[config.mk]
export PLATFORM = sky130hd
export DESIGN_NAME = temp_sensor_readout_controller
export DESIGN_NICKNAME = d
export VERILOG_FILES = /design/src/hdl/tsrc_pkg.sv /design/src/hdl/tsrc_csr.sv /design/src/hdl/tsrc_dp.sv /design/src/hdl/tsrc_ctrl.sv /design/src/hdl/temp_sensor_readout_controller.sv
export SDC_FILE = /design/constraint.sdc
export NUM_CORES = 2
export LEC_CHECK = 0
export ABC_AREA = 1
export BUFFER_PORTS_ARGS = -buffer_cell sky130_fd_sc_hd__buf_2
export CAP_MARGIN = 20
export CORE_MARGIN = 2
export CORE_UTILIZATION = 52
export DETAILED_ROUTE_END_ITERATION = 6
export PLACE_DENSITY_LB_ADDON = 0.1
export SLEW_MARGIN = 20
export SYNTH_ARGS = -nofsm -noshare
export SYNTH_HDL_FRONTEND = slang
export SYNTH_SLANG_ARGS = --single-unit
[constraint.sdc]
create_clock -name clock -period 19 [get_ports clock]
set_input_delay 1.9 -clock clock [delete_from_list [all_inputs] [get_ports clock]]
set_output_delay 1.9 -clock clock [all_outputs]
set_load 0.02 [all_outputs]
[src/hdl/tsrc_pkg.sv]
package tsrc_pkg;

   typedef enum logic [2:0] {
      REQ_INIT    = 3'd0,
      REQ_MEASURE = 3'd1,
      REQ_READ    = 3'd2,
      REQ_WR_ACK  = 3'd3,
      REQ_DLY_END = 3'd4
   } req_kind_type;

   typedef enum logic [1:0] {
      ACT_READ   = 2'd0,
      ACT_WRITE  = 2'd1,
      ACT_DELAY  = 2'd2,
      ACT_REPORT = 2'd3
   } action_type;

   typedef enum logic [2:0] {
      ST_OK      = 3'd0,
      ST_INVALID = 3'd1,
      ST_NO_DEV  = 3'd2,
      ST_TIMEOUT = 3'd3,
      ST_NO_DATA = 3'd4,
      ST_RANGE   = 3'd5,
      ST_BUS_ERR = 3'd6
   } status_type;

   typedef enum logic [1:0] {
      DLY_NONE,
      DLY_POLL,
      DLY_SETTLE,
      DLY_CONV
   } dly_sel_type;

   typedef enum logic [3:0] {
      SEQ_IDLE,
      SEQ_ID_RD,
      SEQ_RST_WR,
      SEQ_RST_DL,
      SEQ_IPOLL_RD,
      SEQ_IPOLL_DL,
      SEQ_CAL_RD,
      SEQ_HUM_WR,
      SEQ_MEAS_WR,
      SEQ_MEAS_DL,
      SEQ_MPOLL_RD,
      SEQ_MPOLL_DL,
      SEQ_DATA_RD
   } seq_state_type;

   typedef enum logic [2:0] {
      PH_IDLE,
      PH_DECIDE,
      PH_CALCHK,
      PH_CALC1,
      PH_CALC2,
      PH_CALC3,
      PH_OUT
   } phase_type;

   typedef enum logic [1:0] {
      CSR_POLL_LIMIT = 2'd0,
      CSR_POLL_DELAY = 2'd1,
      CSR_SETTLE     = 2'd2,
      CSR_CONV_WAIT  = 2'd3
   } csr_index_type;

   localparam logic [7:0]  ADDR_CHIP_ID   = 8'hd0;
   localparam logic [7:0]  CHIP_ID_VALUE  = 8'h60;
   localparam logic [7:0]  ADDR_RESET     = 8'he0;
   localparam logic [7:0]  RESET_CMD      = 8'hb6;
   localparam logic [7:0]  ADDR_STATUS    = 8'hf3;
   localparam logic [7:0]  ADDR_CALIB     = 8'h88;
   localparam logic [7:0]  ADDR_CTRL_HUM  = 8'hf2;
   localparam logic [7:0]  HUM_OFF        = 8'h00;
   localparam logic [7:0]  ADDR_CTRL_MEAS = 8'hf4;
   localparam logic [7:0]  MEAS_CMD       = 8'h21;
   localparam logic [7:0]  ADDR_DATA      = 8'hfa;
   localparam logic [19:0] ADC_SKIP       = 20'h80000;
   localparam logic [27:0] ROUND_BIAS     = 28'd128;
   localparam logic [15:0] CAL_ALL_ONES   = 16'hffff;
   localparam logic [2:0]  LEN_ONE        = 3'd1;
   localparam logic [2:0]  LEN_DATA       = 3'd3;
   localparam logic [2:0]  LEN_CALIB      = 3'd6;
   localparam logic [2:0]  IDX_CAL_LAST   = 3'd5;
   localparam logic [2:0]  IDX_DATA_LAST  = 3'd2;

   localparam logic [5:0] POLL_LIMIT_RST = 6'd50;
   localparam logic [4:0] POLL_DELAY_RST = 5'd2;
   localparam logic [4:0] SETTLE_RST     = 5'd3;
   localparam logic [4:0] CONV_WAIT_RST  = 5'd10;

   typedef struct packed {
      logic [5:0] poll_limit;
      logic [4:0] poll_delay_ms;
      logic [4:0] reset_settle_ms;
      logic [4:0] conversion_wait_ms;
   } cfg_type;

   typedef struct packed {
      logic        latch;
      logic        clear_buf;
      logic        push_byte;
      logic        store_cal;
      logic        clear_cal;
      logic        poll_clear;
      logic        poll_inc;
      logic        out_load;
      action_type  out_action;
      logic [7:0]  out_addr;
      logic [7:0]  out_wval;
      logic [2:0]  out_len;
      dly_sel_type out_dsel;
      status_type  out_status;
      logic        out_temp_en;
   } dp_cmd_type;

   typedef struct packed {
      logic [2:0] req_type;
      logic       bus_error;
      logic       id_ok;
      logic       stat_bit0;
      logic       stat_bit3;
      logic [2:0] byte_index;
      logic       cal_bad;
      logic       adc_skip;
      logic       temp_bad;
      logic       poll_at_limit;
      logic       poll_limit_zero;
      logic       out_busy;
   } dp_stat_type;

endpackage

[src/hdl/tsrc_csr.sv]
module tsrc_csr (
   input  logic            clock,
   input  logic            reset,
   input  logic            csr_psel,
   input  logic            csr_penable,
   input  logic            csr_pwrite,
   input  logic [3:0]      csr_paddr,
   input  logic [31:0]     csr_pwdata,
   output logic [31:0]     csr_prdata,
   output logic            csr_pready,
   output tsrc_pkg::cfg_type cfg
);
   import tsrc_pkg::*;

   cfg_type cfg_ff;
   logic    wr_en;

   assign csr_pready = 1'b1;
   assign wr_en      = csr_psel & csr_penable & csr_pwrite;
   assign cfg        = cfg_ff;

   always_ff @(posedge clock) begin
      if (reset) begin
         cfg_ff.poll_limit         <= POLL_LIMIT_RST;
         cfg_ff.poll_delay_ms      <= POLL_DELAY_RST;
         cfg_ff.reset_settle_ms    <= SETTLE_RST;
         cfg_ff.conversion_wait_ms <= CONV_WAIT_RST;
      end else if (wr_en) begin
         case (csr_paddr[3:2])
            CSR_POLL_LIMIT: cfg_ff.poll_limit         <= csr_pwdata[5:0];
            CSR_POLL_DELAY: cfg_ff.poll_delay_ms      <= csr_pwdata[4:0];
            CSR_SETTLE:     cfg_ff.reset_settle_ms    <= csr_pwdata[4:0];
            CSR_CONV_WAIT:  cfg_ff.conversion_wait_ms <= csr_pwdata[4:0];
            default: ;
         endcase
      end
   end

   always_comb begin
      case (csr_paddr[3:2])
         CSR_POLL_LIMIT: csr_prdata = {26'd0, cfg_ff.poll_limit};
         CSR_POLL_DELAY: csr_prdata = {27'd0, cfg_ff.poll_delay_ms};
         CSR_SETTLE:     csr_prdata = {27'd0, cfg_ff.reset_settle_ms};
         CSR_CONV_WAIT:  csr_prdata = {27'd0, cfg_ff.conversion_wait_ms};
         default:        csr_prdata = 32'd0;
      endcase
   end

endmodule

[src/hdl/tsrc_dp.sv]
module tsrc_dp (
   input  logic                  clock,
   input  logic                  reset,
   input  tsrc_pkg::cfg_type     cfg,
   input  tsrc_pkg::dp_cmd_type  cmd,
   output tsrc_pkg::dp_stat_type stat,
   input  logic [2:0]            req_tuser,
   input  logic [15:0]           req_tdata,
   output logic                  rsp_tvalid,
   input  logic                  rsp_tready,
   output logic [1:0]            rsp_tuser,
   output logic [47:0]           rsp_tdata
);
   import tsrc_pkg::*;

   logic [2:0]  rq_ff;
   logic [7:0]  rb_ff;
   logic        err_ff;
   logic [7:0]  byte_buf_ff [6];
   logic [2:0]  idx_ff;
   logic [15:0] cal_t1_ff, cal_t2_ff, cal_t3_ff;
   logic [5:0]  poll_cnt_ff;

   logic [19:0]        adc;
   logic [15:0]        buf_t1, buf_t2;
   logic signed [17:0] a1;
   logic signed [16:0] d;
   logic signed [15:0] t2s, t3s;
   logic signed [33:0] p1_ff, dd_ff;
   logic signed [22:0] v1_ff;
   logic signed [21:0] dd_sh;
   logic signed [37:0] p3_ff;
   logic signed [23:0] v2;
   logic signed [24:0] sum;
   logic signed [27:0] sum_x, s5;
   logic signed [19:0] t_val;
   logic [14:0]        temp_ff;
   logic               temp_bad_ff;

   logic        out_valid_ff;
   logic [1:0]  out_action_ff;
   logic [41:0] out_data_ff;
   logic [4:0]  dly;

   // sensor sample and calibration views
   assign adc    = {byte_buf_ff[0], byte_buf_ff[1], byte_buf_ff[2][7:4]};
   assign buf_t1 = {byte_buf_ff[1], byte_buf_ff[0]};
   assign buf_t2 = {byte_buf_ff[3], byte_buf_ff[2]};

   always_ff @(posedge clock) begin
      if (cmd.latch) begin
         rq_ff  <= req_tuser;
         rb_ff  <= req_tdata[7:0];
         err_ff <= req_tdata[8];
      end
   end

   always_ff @(posedge clock) begin
      if (reset) begin
         idx_ff <= 3'd0;
      end else if (cmd.clear_buf) begin
         idx_ff <= 3'd0;
      end else if (cmd.push_byte) begin
         idx_ff <= idx_ff + 3'd1;
      end
   end

   always_ff @(posedge clock) begin
      if (cmd.push_byte && idx_ff < LEN_CALIB) begin
         byte_buf_ff[idx_ff] <= rb_ff;
      end
   end

   always_ff @(posedge clock) begin
      if (cmd.clear_cal) begin
         cal_t1_ff <= 16'd0;
         cal_t2_ff <= 16'd0;
         cal_t3_ff <= 16'd0;
      end else if (cmd.store_cal) begin
         cal_t1_ff <= buf_t1;
         cal_t2_ff <= buf_t2;
         cal_t3_ff <= {byte_buf_ff[5], byte_buf_ff[4]};
      end
   end

   always_ff @(posedge clock) begin
      if (reset) begin
         poll_cnt_ff <= 6'd0;
      end else if (cmd.poll_clear) begin
         poll_cnt_ff <= cmd.poll_inc ? 6'd1 : 6'd0;
      end else if (cmd.poll_inc) begin
         poll_cnt_ff <= poll_cnt_ff + 6'd1;
      end
   end

   // compensation pipeline, three register stages
   assign t2s   = $signed(cal_t2_ff);
   assign t3s   = $signed(cal_t3_ff);
   assign a1    = $signed({1'b0, adc[19:3]}) - $signed({1'b0, cal_t1_ff, 1'b0});
   assign d     = $signed({1'b0, adc[19:4]}) - $signed({1'b0, cal_t1_ff});
   assign dd_sh = dd_ff[33:12];
   assign v2    = p3_ff[37:14];
   assign sum   = {v1_ff[22], v1_ff[22], v1_ff} + {v2[23], v2};
   assign sum_x = {{3{sum[24]}}, sum};
   assign s5    = (sum_x <<< 2) + sum_x + $signed(ROUND_BIAS);
   assign t_val = s5[27:8];

   always_ff @(posedge clock) begin
      p1_ff       <= a1 * t2s;
      dd_ff       <= d * d;
      v1_ff       <= p1_ff[33:11];
      p3_ff       <= dd_sh * t3s;
      temp_ff     <= t_val[14:0];
      temp_bad_ff <= (t_val < -20'sd4000) || (t_val > 20'sd8500);
   end

   always_comb begin
      case (cmd.out_dsel)
         DLY_POLL:   dly = cfg.poll_delay_ms;
         DLY_SETTLE: dly = cfg.reset_settle_ms;
         DLY_CONV:   dly = cfg.conversion_wait_ms;
         default:    dly = 5'd0;
      endcase
   end

   always_ff @(posedge clock) begin
      if (reset) begin
         out_valid_ff <= 1'b0;
      end else if (cmd.out_load) begin
         out_valid_ff <= 1'b1;
      end else if (rsp_tready) begin
         out_valid_ff <= 1'b0;
      end
   end

   always_ff @(posedge clock) begin
      if (cmd.out_load) begin
         out_action_ff <= cmd.out_action;
         out_data_ff   <= {(cmd.out_temp_en ? temp_ff : 15'd0), cmd.out_status, dly,
                           cmd.out_len, cmd.out_wval, cmd.out_addr};
      end
   end

   assign rsp_tvalid = out_valid_ff;
   assign rsp_tuser  = out_action_ff;
   assign rsp_tdata  = {6'd0, out_data_ff};

   assign stat.req_type        = rq_ff;
   assign stat.bus_error       = err_ff;
   assign stat.id_ok           = (rb_ff == CHIP_ID_VALUE);
   assign stat.stat_bit0       = rb_ff[0];
   assign stat.stat_bit3       = rb_ff[3];
   assign stat.byte_index      = idx_ff;
   assign stat.cal_bad         = (buf_t1 == 16'd0) || (buf_t1 == CAL_ALL_ONES) ||
                                 (buf_t2 == 16'd0);
   assign stat.adc_skip        = (adc == ADC_SKIP);
   assign stat.temp_bad        = temp_bad_ff;
   assign stat.poll_at_limit   = (poll_cnt_ff >= cfg.poll_limit);
   assign stat.poll_limit_zero = (cfg.poll_limit == 6'd0);
   assign stat.out_busy        = out_valid_ff & ~rsp_tready;

endmodule

[src/hdl/tsrc_ctrl.sv]
module tsrc_ctrl (
   input  logic                  clock,
   input  logic                  reset,
   input  logic                  req_tvalid,
   output logic                  req_tready,
   input  tsrc_pkg::dp_stat_type stat,
   output tsrc_pkg::dp_cmd_type  cmd
);
   import tsrc_pkg::*;

   phase_type     phase_ff, phase_in;
   seq_state_type seq_ff, seq_in;
   logic          ready_ff, ready_in;
   logic          limit_hit;

   always_ff @(posedge clock) begin
      if (reset) begin
         phase_ff <= PH_IDLE;
         seq_ff   <= SEQ_IDLE;
         ready_ff <= 1'b0;
      end else begin
         phase_ff <= phase_in;
         seq_ff   <= seq_in;
         ready_ff <= ready_in;
      end
   end

   assign limit_hit = (seq_ff inside {SEQ_RST_DL, SEQ_MEAS_DL}) ?
                      stat.poll_limit_zero : stat.poll_at_limit;

   always_comb begin
      cmd        = '0;
      phase_in   = phase_ff;
      seq_in     = seq_ff;
      ready_in   = ready_ff;
      req_tready = 1'b0;
      case (phase_ff)
         PH_IDLE: begin
            req_tready = 1'b1;
            if (req_tvalid) begin
               cmd.latch = 1'b1;
               phase_in  = PH_DECIDE;
            end
         end
         PH_DECIDE: begin
            if (!stat.out_busy) begin
               phase_in = PH_IDLE;
               case (stat.req_type)
                  REQ_INIT: begin
                     if (seq_ff == SEQ_IDLE) begin
                        ready_in      = 1'b0;
                        cmd.clear_cal = 1'b1;
                        cmd.clear_buf = 1'b1;
                        cmd.out_load  = 1'b1;
                        cmd.out_action = ACT_READ;
                        cmd.out_addr  = ADDR_CHIP_ID;
                        cmd.out_len   = LEN_ONE;
                        seq_in        = SEQ_ID_RD;
                     end
                  end
                  REQ_MEASURE: begin
                     if (seq_ff == SEQ_IDLE) begin
                        cmd.out_load = 1'b1;
                        if (!ready_ff) begin
                           cmd.out_action = ACT_REPORT;
                           cmd.out_status = ST_INVALID;
                        end else begin
                           cmd.out_action = ACT_WRITE;
                           cmd.out_addr   = ADDR_CTRL_MEAS;
                           cmd.out_wval   = MEAS_CMD;
                           seq_in         = SEQ_MEAS_WR;
                        end
                     end
                  end
                  REQ_READ: begin
                     if (seq_ff inside {SEQ_ID_RD, SEQ_IPOLL_RD, SEQ_CAL_RD, SEQ_MPOLL_RD,
                                        SEQ_DATA_RD}) begin
                        if (stat.bus_error) begin
                           cmd.out_load   = 1'b1;
                           cmd.out_action = ACT_REPORT;
                           cmd.out_status = ST_BUS_ERR;
                           seq_in         = SEQ_IDLE;
                        end else begin
                           case (seq_ff)
                              SEQ_ID_RD: begin
                                 cmd.out_load = 1'b1;
                                 if (stat.id_ok) begin
                                    cmd.out_action = ACT_WRITE;
                                    cmd.out_addr   = ADDR_RESET;
                                    cmd.out_wval   = RESET_CMD;
                                    seq_in         = SEQ_RST_WR;
                                 end else begin
                                    cmd.out_action = ACT_REPORT;
                                    cmd.out_status = ST_NO_DEV;
                                    seq_in         = SEQ_IDLE;
                                 end
                              end
                              SEQ_IPOLL_RD: begin
                                 cmd.out_load = 1'b1;
                                 if (!stat.stat_bit0) begin
                                    cmd.clear_buf  = 1'b1;
                                    cmd.out_action = ACT_READ;
                                    cmd.out_addr   = ADDR_CALIB;
                                    cmd.out_len    = LEN_CALIB;
                                    seq_in         = SEQ_CAL_RD;
                                 end else begin
                                    cmd.out_action = ACT_DELAY;
                                    cmd.out_dsel   = DLY_POLL;
                                    seq_in         = SEQ_IPOLL_DL;
                                 end
                              end
                              SEQ_MPOLL_RD: begin
                                 cmd.out_load = 1'b1;
                                 if (!stat.stat_bit3) begin
                                    cmd.clear_buf  = 1'b1;
                                    cmd.out_action = ACT_READ;
                                    cmd.out_addr   = ADDR_DATA;
                                    cmd.out_len    = LEN_DATA;
                                    seq_in         = SEQ_DATA_RD;
                                 end else begin
                                    cmd.out_action = ACT_DELAY;
                                    cmd.out_dsel   = DLY_POLL;
                                    seq_in         = SEQ_MPOLL_DL;
                                 end
                              end
                              SEQ_CAL_RD: begin
                                 cmd.push_byte = 1'b1;
                                 if (stat.byte_index == IDX_CAL_LAST) begin
                                    phase_in = PH_CALCHK;
                                 end
                              end
                              default: begin
                                 cmd.push_byte = 1'b1;
                                 if (stat.byte_index == IDX_DATA_LAST) begin
                                    phase_in = PH_CALC1;
                                 end
                              end
                           endcase
                        end
                     end
                  end
                  REQ_WR_ACK: begin
                     if (seq_ff inside {SEQ_RST_WR, SEQ_HUM_WR, SEQ_MEAS_WR}) begin
                        cmd.out_load = 1'b1;
                        if (stat.bus_error) begin
                           cmd.out_action = ACT_REPORT;
                           cmd.out_status = ST_BUS_ERR;
                           seq_in         = SEQ_IDLE;
                        end else if (seq_ff == SEQ_RST_WR) begin
                           cmd.out_action = ACT_DELAY;
                           cmd.out_dsel   = DLY_SETTLE;
                           seq_in         = SEQ_RST_DL;
                        end else if (seq_ff == SEQ_MEAS_WR) begin
                           cmd.out_action = ACT_DELAY;
                           cmd.out_dsel   = DLY_CONV;
                           seq_in         = SEQ_MEAS_DL;
                        end else begin
                           ready_in       = 1'b1;
                           cmd.out_action = ACT_REPORT;
                           cmd.out_status = ST_OK;
                           seq_in         = SEQ_IDLE;
                        end
                     end
                  end
                  REQ_DLY_END: begin
                     if (seq_ff inside {SEQ_RST_DL, SEQ_MEAS_DL, SEQ_IPOLL_DL,
                                        SEQ_MPOLL_DL}) begin
                        cmd.out_load   = 1'b1;
                        cmd.poll_clear = (seq_ff inside {SEQ_RST_DL, SEQ_MEAS_DL});
                        if (limit_hit) begin
                           cmd.out_action = ACT_REPORT;
                           cmd.out_status = ST_TIMEOUT;
                           seq_in         = SEQ_IDLE;
                        end else begin
                           cmd.poll_inc   = 1'b1;
                           cmd.clear_buf  = 1'b1;
                           cmd.out_action = ACT_READ;
                           cmd.out_addr   = ADDR_STATUS;
                           cmd.out_len    = LEN_ONE;
                           seq_in = (seq_ff inside {SEQ_MEAS_DL, SEQ_MPOLL_DL}) ?
                                    SEQ_MPOLL_RD : SEQ_IPOLL_RD;
                        end
                     end
                  end
                  default: ;
               endcase
            end
         end
         PH_CALCHK: begin
            if (!stat.out_busy) begin
               cmd.store_cal = 1'b1;
               cmd.out_load  = 1'b1;
               phase_in      = PH_IDLE;
               if (stat.cal_bad) begin
                  cmd.out_action = ACT_REPORT;
                  cmd.out_status = ST_INVALID;
                  seq_in         = SEQ_IDLE;
               end else begin
                  cmd.out_action = ACT_WRITE;
                  cmd.out_addr   = ADDR_CTRL_HUM;
                  cmd.out_wval   = HUM_OFF;
                  seq_in         = SEQ_HUM_WR;
               end
            end
         end
         PH_CALC1: phase_in = PH_CALC2;
         PH_CALC2: phase_in = PH_CALC3;
         PH_CALC3: phase_in = PH_OUT;
         PH_OUT: begin
            if (!stat.out_busy) begin
               cmd.out_load   = 1'b1;
               cmd.out_action = ACT_REPORT;
               seq_in         = SEQ_IDLE;
               phase_in       = PH_IDLE;
               if (stat.adc_skip) begin
                  cmd.out_status = ST_NO_DATA;
               end else if (stat.temp_bad) begin
                  cmd.out_status = ST_RANGE;
               end else begin
                  cmd.out_status  = ST_OK;
                  cmd.out_temp_en = 1'b1;
               end
            end
         end
         default: phase_in = PH_IDLE;
      endcase
   end

endmodule

[src/hdl/temp_sensor_readout_controller.sv]
// channel   direction  handshake              payload
// req       in         req_tvalid/req_tready  tuser request kind, tdata byte and error flag
// rsp       out        rsp_tvalid/rsp_tready  tuser action, tdata address, value, status...
// csr       in         apb psel/penable       four config registers at 0x0, 0x4, 0x8, 0xc
//
// an item is accepted, then decided on and loaded into the output register
// the last data byte of a measurement then passes the three compensation pipeline stages
// and the final report; the last calibration byte passes the calibration check
// reset clears the sequencer, ready flag and output valid; config returns to defaults
// a result waiting on rsp holds the decide step; req_tready is low until it moves
module temp_sensor_readout_controller (
   input  logic        clock,
   input  logic        reset,
   input  logic        req_tvalid,
   output logic        req_tready,
   input  logic [2:0]  req_tuser,   // req_type
   input  logic [15:0] req_tdata,   // read_byte, bus_error
   output logic        rsp_tvalid,
   input  logic        rsp_tready,
   output logic [1:0]  rsp_tuser,   // action
   output logic [47:0] rsp_tdata,   // reg_addr, write_value, read_length, delay_ms,
                                    // status, temperature
   input  logic        csr_psel,
   input  logic        csr_penable,
   input  logic        csr_pwrite,
   input  logic [3:0]  csr_paddr,
   input  logic [31:0] csr_pwdata,
   output logic [31:0] csr_prdata,
   output logic        csr_pready
);
   import tsrc_pkg::*;

   cfg_type     cfg;
   dp_cmd_type  cmd;
   dp_stat_type stat;

   tsrc_csr u_csr (
      .clock       (clock),
      .reset       (reset),
      .csr_psel    (csr_psel),
      .csr_penable (csr_penable),
      .csr_pwrite  (csr_pwrite),
      .csr_paddr   (csr_paddr),
      .csr_pwdata  (csr_pwdata),
      .csr_prdata  (csr_prdata),
      .csr_pready  (csr_pready),
      .cfg         (cfg)
   );

   tsrc_ctrl u_ctrl (
      .clock      (clock),
      .reset      (reset),
      .req_tvalid (req_tvalid),
      .req_tready (req_tready),
      .stat       (stat),
      .cmd        (cmd)
   );

   tsrc_dp u_dp (
      .clock      (clock),
      .reset      (reset),
      .cfg        (cfg),
      .cmd        (cmd),
      .stat       (stat),
      .req_tuser  (req_tuser),
      .req_tdata  (req_tdata),
      .rsp_tvalid (rsp_tvalid),
      .rsp_tready (rsp_tready),
      .rsp_tuser  (rsp_tuser),
      .rsp_tdata  (rsp_tdata)
   );

endmodule

==> flow_metrics.env <==
export IMPL_r2r_setup_slack_ns=10.38
export IMPL_synth_top_cells_by_area="fa_1, inv_1, ha_1"
export IMPL_clk_latency_ns=0.57
export IMPL_setup_viol=0
export IMPL_routedWlPerCell_um=17.9
export IMPL_fin_crit_ns=8.62
export IMPL_synth_ff_type="dfxtp_1"
export IMPL_yosysWarningCount=0
export IMPL_num_nets_final=7087
export IMPL_die_w_um=307
export IMPL_yosysTopAreaCell="fa_1"
export IMPL_timing_rr_start="u_dp.byte_buf_ff[1][0]$_DFFE_PP_"
export IMPL_viasPerCell=5.20
export IMPL_drt_total_wl_um=124000
export IMPL_maxCapViolCount=0
export IMPL_worst_slew_pin_slew_ns=1.12
export IMPL_drc_errors=0
export IMPL_nFillCells=8570
export IMPL_cp_max_fo=29
export IMPL_fp_row_count=110
export IMPL_io_buffer_count=76
export IMPL_vias=36200
export IMPL_grt_pass1_vias=37900
export IMPL_post_cts_buffers=0
export IMPL_fin_crit_sh_pct=45.4
export IMPL_reg2reg_to="u_dp.p1_ff[33]$_DFF_P_"
export IMPL_synth_cell_types=67
export IMPL_drive_above_1_share_pct=4.82
export IMPL_worstHoldPathType="flip-flop to flip-flop"
export IMPL_cts_buffers=35
export IMPL_ctsResizeCount=0
export IMPL_clk_pin_slew_ns=0.06
export IMPL_critical_path_required_ns=19.45
export IMPL_worst_setup_path_start_kind="flip-flop"
export IMPL_ys_async_sr_fraction_pct=0
export IMPL_num_antenna_cells=0
export IMPL_synth_commonest_cells="inv_1, nand2_1, fa_1, nor2_1, ha_1"
export IMPL_ant_nets=0
export IMPL_fp_dieH_um=307
export IMPL_cts_sinks=294
export IMPL_min_delay_start="u_dp.p1_ff[25]$_DFF_P_"
export IMPL_status="completed"
export IMPL_grt_max_degree=41
export IMPL_ys_seq_area_share_pct=14.4
export IMPL_holdPathStages=0
export IMPL_gp_congestion=0.925
export IMPL_critPathCaptureType="flip-flop"
export IMPL_slew_viol_final=0
export IMPL_hold_viol_final=0
export IMPL_cts_tree="done"
export IMPL_syn2layout_area_growth_pct=5.75
export IMPL_hold_buffers=0
export IMPL_overflow=0
export IMPL_coreArea_um2=90400
export IMPL_synth_top_area_share_pct=37.8
export IMPL_path_common_cell="fa_1"
export IMPL_cp_slowest_stage_delay_ns=0.89
export IMPL_min_to="u_dp.v1_ff[14]$_DFF_P_"
export IMPL_skew_ns=0.0176
export IMPL_initial_core_util_pct=52.7
export IMPL_tns_ns=0
export IMPL_htree_levels=2
export IMPL_antenna_found_initial=3
export IMPL_slew_headroom_pct=25.4
export IMPL_synth_enable_flop_cells=99
export IMPL_dieArea_um2=94000
export IMPL_drtIter0Drc=2131
export IMPL_worst_ep_arrival_time_ns=9.07
export IMPL_clockRootBuffer="clkbuf_16"
export IMPL_drt_pass1_iter_count=5
export IMPL_rsz0062_at_grt="false"
export IMPL_syn_avg_cell_area_um2=8.28
export IMPL_grt_pass1_wl_um=203000
export IMPL_syn_cell_area_um2=47600
export IMPL_rr_worst_depth=28
export IMPL_cts_buffer_depth=3
export IMPL_yosysMostFrequentCell="inv_1"
export IMPL_dpl_hpwl_um=101000
export IMPL_globalRouteTotalUtil_pct=27.6
export IMPL_boundaryPins=147
export IMPL_hold_ws_ns=0.325
export IMPL_timing_fmax_ghz=0.116
export IMPL_crit_type="flip-flop to flip-flop"
export IMPL_synth_seq_cells=294
export IMPL_netlist_instances=5750
export IMPL_crit_slowest_cell="fa_1"
==> how the worst max path moves through the flow <==
stage	from	to	slack, ns	depth (start not counted)
floorplan	u_dp.byte_buf_ff[1][0]$_DFFE_PP_	u_dp.p1_ff[33]$_DFF_P_	11.94	29
global placement	u_dp.byte_buf_ff[1][0]$_DFFE_PP_	u_dp.p1_ff[33]$_DFF_P_	10.53	28
detailed placement	u_dp.byte_buf_ff[1][0]$_DFFE_PP_	u_dp.p1_ff[33]$_DFF_P_	10.52	28
CTS	u_dp.byte_buf_ff[1][0]$_DFFE_PP_	u_dp.p1_ff[33]$_DFF_P_	10.46	28
global route	u_dp.byte_buf_ff[1][0]$_DFFE_PP_	u_dp.p1_ff[33]$_DFF_P_	9.83	28
finish	u_dp.byte_buf_ff[1][0]$_DFFE_PP_	u_dp.p1_ff[33]$_DFF_P_	10.38	28
==> layout make-up <==
cell class              count  area, um2  area share [%]
flip-flops and latches    294       6880            13.7
multi-input cells        3799      34400            68.2
repair buffers            134        816            1.62
inverters                1504       5650            11.2
well taps                1176       1470            2.92
clock buffers              46        968            1.92
clock inverters            17        218           0.432
==> flip-flops by register name, summed over array words and instances (netlist names), 21 cells and up <==
register / count
u_dp.v1_ff: 23
u_dp.p3_ff: 24
u_dp.byte_buf_ff: 48
u_dp.dd_ff: 22
u_csr.cfg: 21
u_dp.p1_ff: 23
u_dp.out_data_ff: 37
==> critical path, delay by kind of cell, from the launching register on <==
| family | cells | cell delay, ns |
|---|---|---|
| XOR/XNOR | 1 | 0.29 |
| buffers and inverters | 6 | 1.22 |
| AND/OR/NAND/NOR | 7 | 0.92 |
| adder cells (fa/ha/maj) | 9 | 4.35 |
| flip-flops | 1 | 0.40 |
| AO/OA/AOI/OAI | 5 | 1.28 |
==> placed cells by master (no fill, tap or decap), drive strengths merged, types with 19 or more instances in the layout <==
cell type and instances:
nor3 64, o21ai 129, inv 1497, nor2 492
a31oi 21, clkinv 19, xor2 83, nand3 99
a21oi 234, or2 31, o22ai 33, edfxtp 99
clkbuf 46, dfxtp 195, buf 134, conb 35
fa 899, nand2 1105, nand4 45, xnor2 49
ha 358
==> stage by stage <==
step	utilization, %	setup WS, ns	instances	cell area, um2
6_report	55.7	10.38	6970	50400
5_1_grt	55.7	9.83	6970	50400
4_1_cts	55.7	10.46	6970	50300
3_5_place_dp	54.4	10.52	6907	49200
3_3_place_gp	54.4	10.53	6907	49200
2_1_floorplan	-	11.94	5783	47700
==> per-layer routing <==
layer | wire length [um] | global-route usage, % | up-vias
met3 | 7150 | 2.80 | 184
met5 | 0 | 0 | -
met4 | 3610 | 7.89 | 0
met2 | 60300 | 47.2 | 994
li1 | - | - | 17100
met1 | 53400 | 37.6 | 18000
==> kinds of logic after synthesis <==
logic type,after synthesis,synth area share [%]
other cells,2,0.0158
flops,294,14.4
buf+inv,1690,13.7
fa+ha+maj,1257,47.2
simple gates,1861,15.8
compound gates,514,6.27
xor+xnor,132,2.51
Power is left out: the tool's default activity adds up to more than one toggle a clock period on the data nets, which glitch-free logic cannot reach.
